File: src/rtl/ioh_pkg.sv
// Shared constants and controller/datapath types for the overlap histogram.
// No dependencies.
package ioh_pkg;

  localparam int NUM_BINS = 64;
  localparam int BIN_W    = $clog2(NUM_BINS);
  localparam logic [BIN_W-1:0] BIN_LAST = BIN_W'(NUM_BINS - 1);

  localparam logic [1:0] FUNC_ADD   = 2'd0;
  localparam logic [1:0] FUNC_CLEAR = 2'd1;
  localparam logic [1:0] FUNC_READ  = 2'd2;

  localparam logic [1:0] CFG_RANGE_MIN   = 2'd0;
  localparam logic [1:0] CFG_RANGE_MAX   = 2'd1;
  localparam logic [1:0] CFG_BIN_WIDTH   = 2'd2;
  localparam logic [1:0] CFG_INDEX_SCALE = 2'd3;

  localparam int SUM_W = 48;

  typedef enum logic [3:0] {
    ST_IDLE, ST_CLIP, ST_MAP, ST_IDX, ST_RD, ST_MUL, ST_WR,
    ST_QRD, ST_QABS, ST_QMUL, ST_QOUT
  } state_t;

  typedef struct packed {
    logic load_add;
    logic load_read;
    logic clear;
    logic clip;
    logic bound;
    logic map;
    logic idx;
    logic set_recent;
    logic single_on;
    logic single_off;
    logic ram_rd;
    logic mul;
    logic wr;
    logic inc;
    logic qabs;
    logic qmul;
    logic qout;
  } cmd_t;

  typedef struct packed {
    logic rev;
    logic in_recent;
    logic ab_eq;
    logic ab_gt;
    logic walk_last;
    logic single;
  } status_t;

endpackage

File: src/rtl/ioh_ctrl.sv
// Controller state machine for the overlap histogram.
// Depends on ioh_pkg; drives ioh_dpath through cmd_t, reads status_t.
module ioh_ctrl import ioh_pkg::*; (
  input  logic       clk,
  input  logic       rst,
  input  logic       start,
  input  logic [1:0] func,
  input  status_t    status,
  output cmd_t       cmd,
  output logic       busy
);

  state_t state, state_next;

  always_ff @(posedge clk) begin
    if (rst) begin
      state <= ST_IDLE;
    end else begin
      state <= state_next;
    end
  end

  always_comb begin
    state_next = state;
    case (state)
      ST_IDLE: begin
        if (start) begin
          if (func == FUNC_ADD) begin
            state_next = ST_CLIP;
          end else if (func == FUNC_READ) begin
            state_next = ST_QRD;
          end
        end
      end
      ST_CLIP: state_next = ST_MAP;
      ST_MAP: begin
        if (status.rev) begin
          state_next = ST_IDLE;
        end else if (status.in_recent) begin
          state_next = ST_RD;
        end else begin
          state_next = ST_IDX;
        end
      end
      ST_IDX:  state_next = status.ab_gt ? ST_IDLE : ST_RD;
      ST_RD:   state_next = ST_MUL;
      ST_MUL:  state_next = ST_WR;
      ST_WR:   state_next = (status.single || status.walk_last) ? ST_IDLE : ST_RD;
      ST_QRD:  state_next = ST_QABS;
      ST_QABS: state_next = ST_QMUL;
      ST_QMUL: state_next = ST_QOUT;
      ST_QOUT: state_next = ST_IDLE;
      default: state_next = ST_IDLE;
    endcase
  end

  always_comb begin
    cmd  = '0;
    busy = 1'b1;
    case (state)
      ST_IDLE: begin
        busy = 1'b0;
        if (start) begin
          cmd.load_add  = (func == FUNC_ADD);
          cmd.load_read = (func == FUNC_READ);
          cmd.clear     = (func == FUNC_CLEAR);
        end
      end
      ST_CLIP: begin
        cmd.clip  = 1'b1;
        cmd.bound = 1'b1;
      end
      ST_MAP: begin
        cmd.map       = 1'b1;
        cmd.single_on = status.in_recent;
      end
      ST_IDX: begin
        cmd.idx        = 1'b1;
        cmd.set_recent = status.ab_eq;
        cmd.single_on  = status.ab_eq;
        cmd.single_off = !status.ab_eq;
      end
      ST_RD: begin
        cmd.ram_rd = 1'b1;
        cmd.bound  = 1'b1;
      end
      ST_MUL: cmd.mul = 1'b1;
      ST_WR: begin
        cmd.wr  = 1'b1;
        cmd.inc = !(status.single || status.walk_last);
      end
      ST_QRD:  cmd.ram_rd = 1'b1;
      ST_QABS: cmd.qabs = 1'b1;
      ST_QMUL: cmd.qmul = 1'b1;
      ST_QOUT: cmd.qout = 1'b1;
      default: cmd = '0;
    endcase
  end

endmodule

File: config.mk
export PLATFORM = sky130hd
export DESIGN_NAME = ioh_ctrl
export DESIGN_NICKNAME = d
export VERILOG_FILES = /design/src/rtl/ioh_pkg.sv /design/src/rtl/ioh_ctrl.sv
export SDC_FILE = /design/constraint.sdc
export NUM_CORES = 1
export LEC_CHECK = 0
export BUFFER_PORTS_ARGS = -buffer_cell sky130_fd_sc_hd__buf_2
export CORE_AREA = 5 5 42 44
export DETAILED_ROUTE_END_ITERATION = 10
export DIE_AREA = 0 0 47 49
export GPL_ROUTABILITY_DRIVEN = 0
export PLACE_DENSITY_LB_ADDON = 0.08
export REMOVE_ABC_BUFFERS = 1
export SLEW_MARGIN = 20
export SYNTH_ARGS = -nofsm -noshare
export SYNTH_HDL_FRONTEND = slang
export SYNTH_SLANG_ARGS = --single-unit
File: constraint.sdc
create_clock -name clk -period 1.9 [get_ports clk]
set_input_delay 0.57 -clock clk [delete_from_list [all_inputs] [get_ports clk]]
set_output_delay 0.57 -clock clk [all_outputs]
set_load 0.01 [all_outputs]
==> results of run 1 <==
-- final timing paths --
| kind | startpoint | to | slack (ns) | cells past startpoint |
|---|---|---|---|---|
| worst max-delay path | state[1] | cmd[14] | 0.007 | 4 |
| worst min-delay path | rst | state[3] | 0.50 | 2 |
| worst max register to register | state[1] | state[0] | 0.55 | 5 |
| worst min register to register | state[3] | state[1] | 0.61 | 2 |
-- power breakdown --
part           internal (mW)  switching [mW]  leakage (nW)
clock network         0.0707          0.0349        0.0138
logic                  0.342           0.340         0.312
registers              0.126          0.0622        0.0353
total                  0.538           0.437         0.361
-- layout make-up --
cell class                 count  area share (%)
clock buffer                   3            3.09
inverter                       2            1.03
multi-input combinational     50            50.9
sequential                     4            12.7
tap                           16            2.75
timing repair buffer          37            29.6
-- layer usage --
| metal | up-vias | global-route usage (%) | wire length, um |
|---|---|---|---|
| li1 | 281 | - | - |
| met1 | 246 | 16.2 | 522 |
| met2 | 21 | 19.0 | 763 |
| met3 | 0 | 1.11 | 96 |
| met4 | 0 | 6.91 | 0 |
| met5 | - | 0 | 0 |
-- layout by cell type, fill, tap and decap left out, types with 2 or more instances in the layout --
cell type | netlist | routed
buf_6 | 1 | 2
nor3_1 | 4 | 4
buf_2 | 1 | 28
nor2_1 | 9 | 7
buf_4 | 1 | 7
nor3b_2 | 0 | 2
o21bai_1 | 2 | 2
a21oi_1 | 4 | 4
clkbuf_4 | 0 | 3
nand2b_1 | 5 | 5
or2_2 | 2 | 2
nor4_1 | 2 | 2
dfxtp_4 | 0 | 3
nor2b_1 | 5 | 5
-- cell families after synthesis --
family / after synthesis / synth area share, %
compound gates: 9 / 12.6
xor+xnor: 1 / 1.96
buf+inv: 6 / 7.82
flops: 4 / 17.9
simple gates: 40 / 59.8
-- what timing repair did --
action | in CTS | in global routing
pin swaps | 3 | 3
endpoints found under the setup margin | 5 | 6
gates resized for setup | 7 | 12
hold endpoints to repair | 0 | 0
setup buffers | 1 | 1
-- critical path, delay by kind of cell (launching register included) --
family	cells	cell delay [ns]
buffers and inverters	1	0.14
and+or+nand+nor	3	0.59
DFF	1	0.36
==> reports/results.ini, run 1 <==
[run_status]
status=completed

[floorplan]
dieArea_sq_um=2300
fp.dieW_um=47
io_pins=29
core-area_sq_um=1400
start_util_pct=32.0
die_h_um=49
fp-row-count=14

[final_layout]
fin_nets=109
fillers=153
area_delta_synth_final_pct=62.6
drive_above_1_share_pct=59.4
regArea_sq_um=92.6
largest_register_ffs=4
multi_input_area_sq_um=370
final_cell_count_no_fill=112
largest_register=state
reg_top3=state: 4 flops
design_area_sq_um=728
diodes=0
fin_util_pct=52.0

[synthesis]
ys_seq_area_share_pct=17.9
ys_ff_latch=4
synth_common_cells=nor2_1 (9), nand2b_1 (5), nor2b_1 (5)
ys_top_cells_by_area=dfxtp_1 (18%), nor2_1 (7.5%), nand2b_1 (7.0%)
synth_edf_count=0
ys.warnings.count=0
syn_inst=60
synth_most_common_cell=nor2_1
synth_top_cell_area_share_pct=17.9
yosysTopAreaCell=dfxtp_1
synthFlopType=dfxtp_1
synthArstFlopShare_pct=0
ys_types=29
netlist_area_sq_um=448
avgSynthCellArea_sq_um=7.47

[timing]
setup_slack_ns=0.00709
slew_viol_final=0
fin_setup_tns_ns=0
hold_ws_ns=0.501
slew_headroom_pct=81.1
worst_pin_slew_ns=0.281
hold_violations=0
fmax_mhz=528
setup_viol=0
fin_crit_sh_pct=99.6
min_period_ns=1.89
rsz0062_at_grt=yes
skew_ns=0.000617

[global_route]
antenna_found_initial=0
grt_pass1_wl_mm=2.13
overflow=0
first_global_vias=511
globalRouteTotalUtil_pct=12.4
grt_max_degree=10

[routing]
routed_wl_mm=1.38
drc_errors=0
dr_total_vias=548
vias_per_cell=4.89
ant_nets=0
wl_per_cell_um=12.3
drtPass1Iterations=4
drtIter0Drc=7

[clocking]
clk_latency_ns=0.23
clk_pin_slew_ns=0.04
root_buffer=clkbuf_4
clk_path_buf_depth=2
cts_tree=built
cts.sinks=4
cts_buffers=3
postCtsHoldBufs=0
clock_tree.htree_level_count=1

[power_and_ir_drop]
vdd_ir_drop_max_v=0.000514
power_mw=0.975
p_leak_nw=0.361
power.density_nw_per_um2=1340

[critical_path]
worst_setup_path_start_kind=flip-flop
critPathSlowestCell=dfxtp_4
worst-path-max-fanout=8
cp-end-kind=output port
arrival_ns=1.32
critPathMaxStageDelay_ns=0.36
cp_data_required_time_ns=1.33
path_class=reg -> out
crit_chain=nor4_4 > nand2_2 > nor3b_2 > buf_2

[flow_run]
cap_violations=0

[worst_hold_path]
holdCritPathClass=in -> reg

[place]
preCtsSetupSlack_ns=0.0775
port_buffers=28
dp_cells=107
dpl.hpwl_mm=1.01
placed_area_sq_um=633

Power figures use the tool's default switching activity.
==> run 2, diff against run 1 <==
==> constraint.sdc (replaced) <==
create_clock -name clk -period 2.4 [get_ports clk]
set_input_delay 0.72 -clock clk [delete_from_list [all_inputs] [get_ports clk]]
set_output_delay 0.72 -clock clk [all_outputs]
set_load 0.01 [all_outputs]
==> run 2 against run 1 <==
Against the previous run:
- non-clock buffer count shrank 3
- first-iteration DRC count grew 14%
- register-to-register slack gained 0.52 ns
- critical path type unchanged
- via count shrank 3.3%
- clock-buffer cell count is the same
- critical path depth is the same
- largest cell class unchanged
==> reports/results.ini, run 2 (same netlist as run 1, synthesis figures left out) <==
[clocking]
root_buffer=clkbuf_4
clk_path_buf_depth=2
cts.sinks=4
postCtsHoldBufs=0
clk_pin_slew_ns=0.04
clock_tree.htree_level_count=1
clk_latency_ns=0.23
cts_tree=built
cts_buffers=3

[run_status]
status=completed

[timing]
fmax_mhz=450
slew_headroom_pct=73.3
fin_setup_tns_ns=0
slew_viol_final=0
fin_crit_sh_pct=92.6
rsz0062_at_grt=no
hold_violations=0
hold_ws_ns=0.602
setup_viol=0
min_period_ns=2.22
worst_pin_slew_ns=0.400
skew_ns=0.00427

[final_layout]
reg_top3=state: 4 flops
mostFrequentLayoutCells=buf_2 (28), nor2_1 (9), buf_4 (6), nand2b_1 (5), nor2b_1 (5)
final_common_cell=buf_2
largest_register_ffs=4
largest_register=state
diodes=0
area_delta_synth_final_pct=45.3
fin_nets=106
drive_above_1_share_pct=49.5
fillers=166

[worst_hold_path]
holdCritPathClass=reg -> reg

[global_route]
overflow=0
grt_max_degree=15
grt_pass1_wl_mm=2.04
globalRouteTotalUtil_pct=11.8
first_global_vias=511
antenna_found_initial=0

[critical_path]
arrival_ns=1.50
cp_data_required_time_ns=1.68
path_class=reg -> out
worst-path-max-fanout=5
critPathMaxStageDelay_ns=0.41
worst_setup_path_start_kind=flip-flop
cp_top_family=simple AND/OR/NAND/NOR gates
critPathSlowestCell=dfxtp_1
crit_chain=nor4_4 > nand2_1 > nor3b_1 > buf_2
cp-end-kind=output port
crit_buf_inv=1

[floorplan]
die_h_um=49
fp-row-count=14
fp.dieW_um=47
dieArea_sq_um=2300
io_pins=29
core-area_sq_um=1400
start_util_pct=32.0

[routing]
wl_met2_um=608
drtIter0Drc=8
routed_wl_mm=1.28
vias_per_cell=4.86
ant_nets=0
drc_errors=0
wl_per_cell_um=11.7
drtPass1Iterations=3
top_layer=met3
wl_met3_um=77
dr_total_vias=530
wl_met1_um=592

[power_and_ir_drop]
power.density_nw_per_um2=1090
p_leak_nw=0.327
vdd_ir_drop_max_v=0.000487

[place]
port_buffers=28
dpl.hpwl_mm=1.02

[flow_run]
cap_violations=0

==> run 2: layout make-up <==
cell class | instances | area (sq um) | share of cell area [%]
multi-input combinational | 50 | 333 | 51.2
timing repair buffer | 34 | 185 | 28.5
sequential | 4 | 82.6 | 12.7
clock buffer | 3 | 22.5 | 3.46
tap | 16 | 20.0 | 3.08
inverter | 2 | 7.51 | 1.15
==> run 2: final timing paths <==
path | from | endpoint | slack, ns | depth (start not counted)
worst max-delay path | state[2] | cmd[14] | 0.18 | 4
worst min-delay path | state[0] | state[0] | 0.60 | 1
worst max register to register | state[2] | state[2] | 1.07 | 4
worst min register to register | state[0] | state[0] | 0.60 | 1
==> run 2: what timing repair did <==
| action | 4_1_cts | 5_1_grt |
|---|---|---|
| setup buffers | 0 | 1 |
| endpoints found under the setup margin | 0 | 3 |
| gates resized for setup | 0 | 2 |
==> run 2: per-layer routing <==
metal | track usage (%) | up-vias
li1 | - | 276
met1 | 16.0 | 239
met4 | 4.15 | 0
met3 | 2.21 | 0
met2 | 17.9 | 15
met5 | 0 | -
==> run 2: per-stage QoR <==
step,utilization [%],area (sq um),worst slack [ns],total power [mW],instances
6_report,46.4,651,0.179,0.707,109
4_1_cts,45.7,641,0.102,0.693,108
3_3_place_gp,44.1,618,0.333,0.607,105
2_1_floorplan,-,420,0.311,0.432,56
3_5_place_dp,44.1,618,0.331,0.606,105
5_1_grt,46.4,651,0.0184,0.785,109
==> run 2: where the power goes <==
group          switching (mW)  internal [mW]
clock                  0.0264         0.0559
sequential             0.0749         0.0929
combinational           0.224          0.234
total                   0.325          0.382
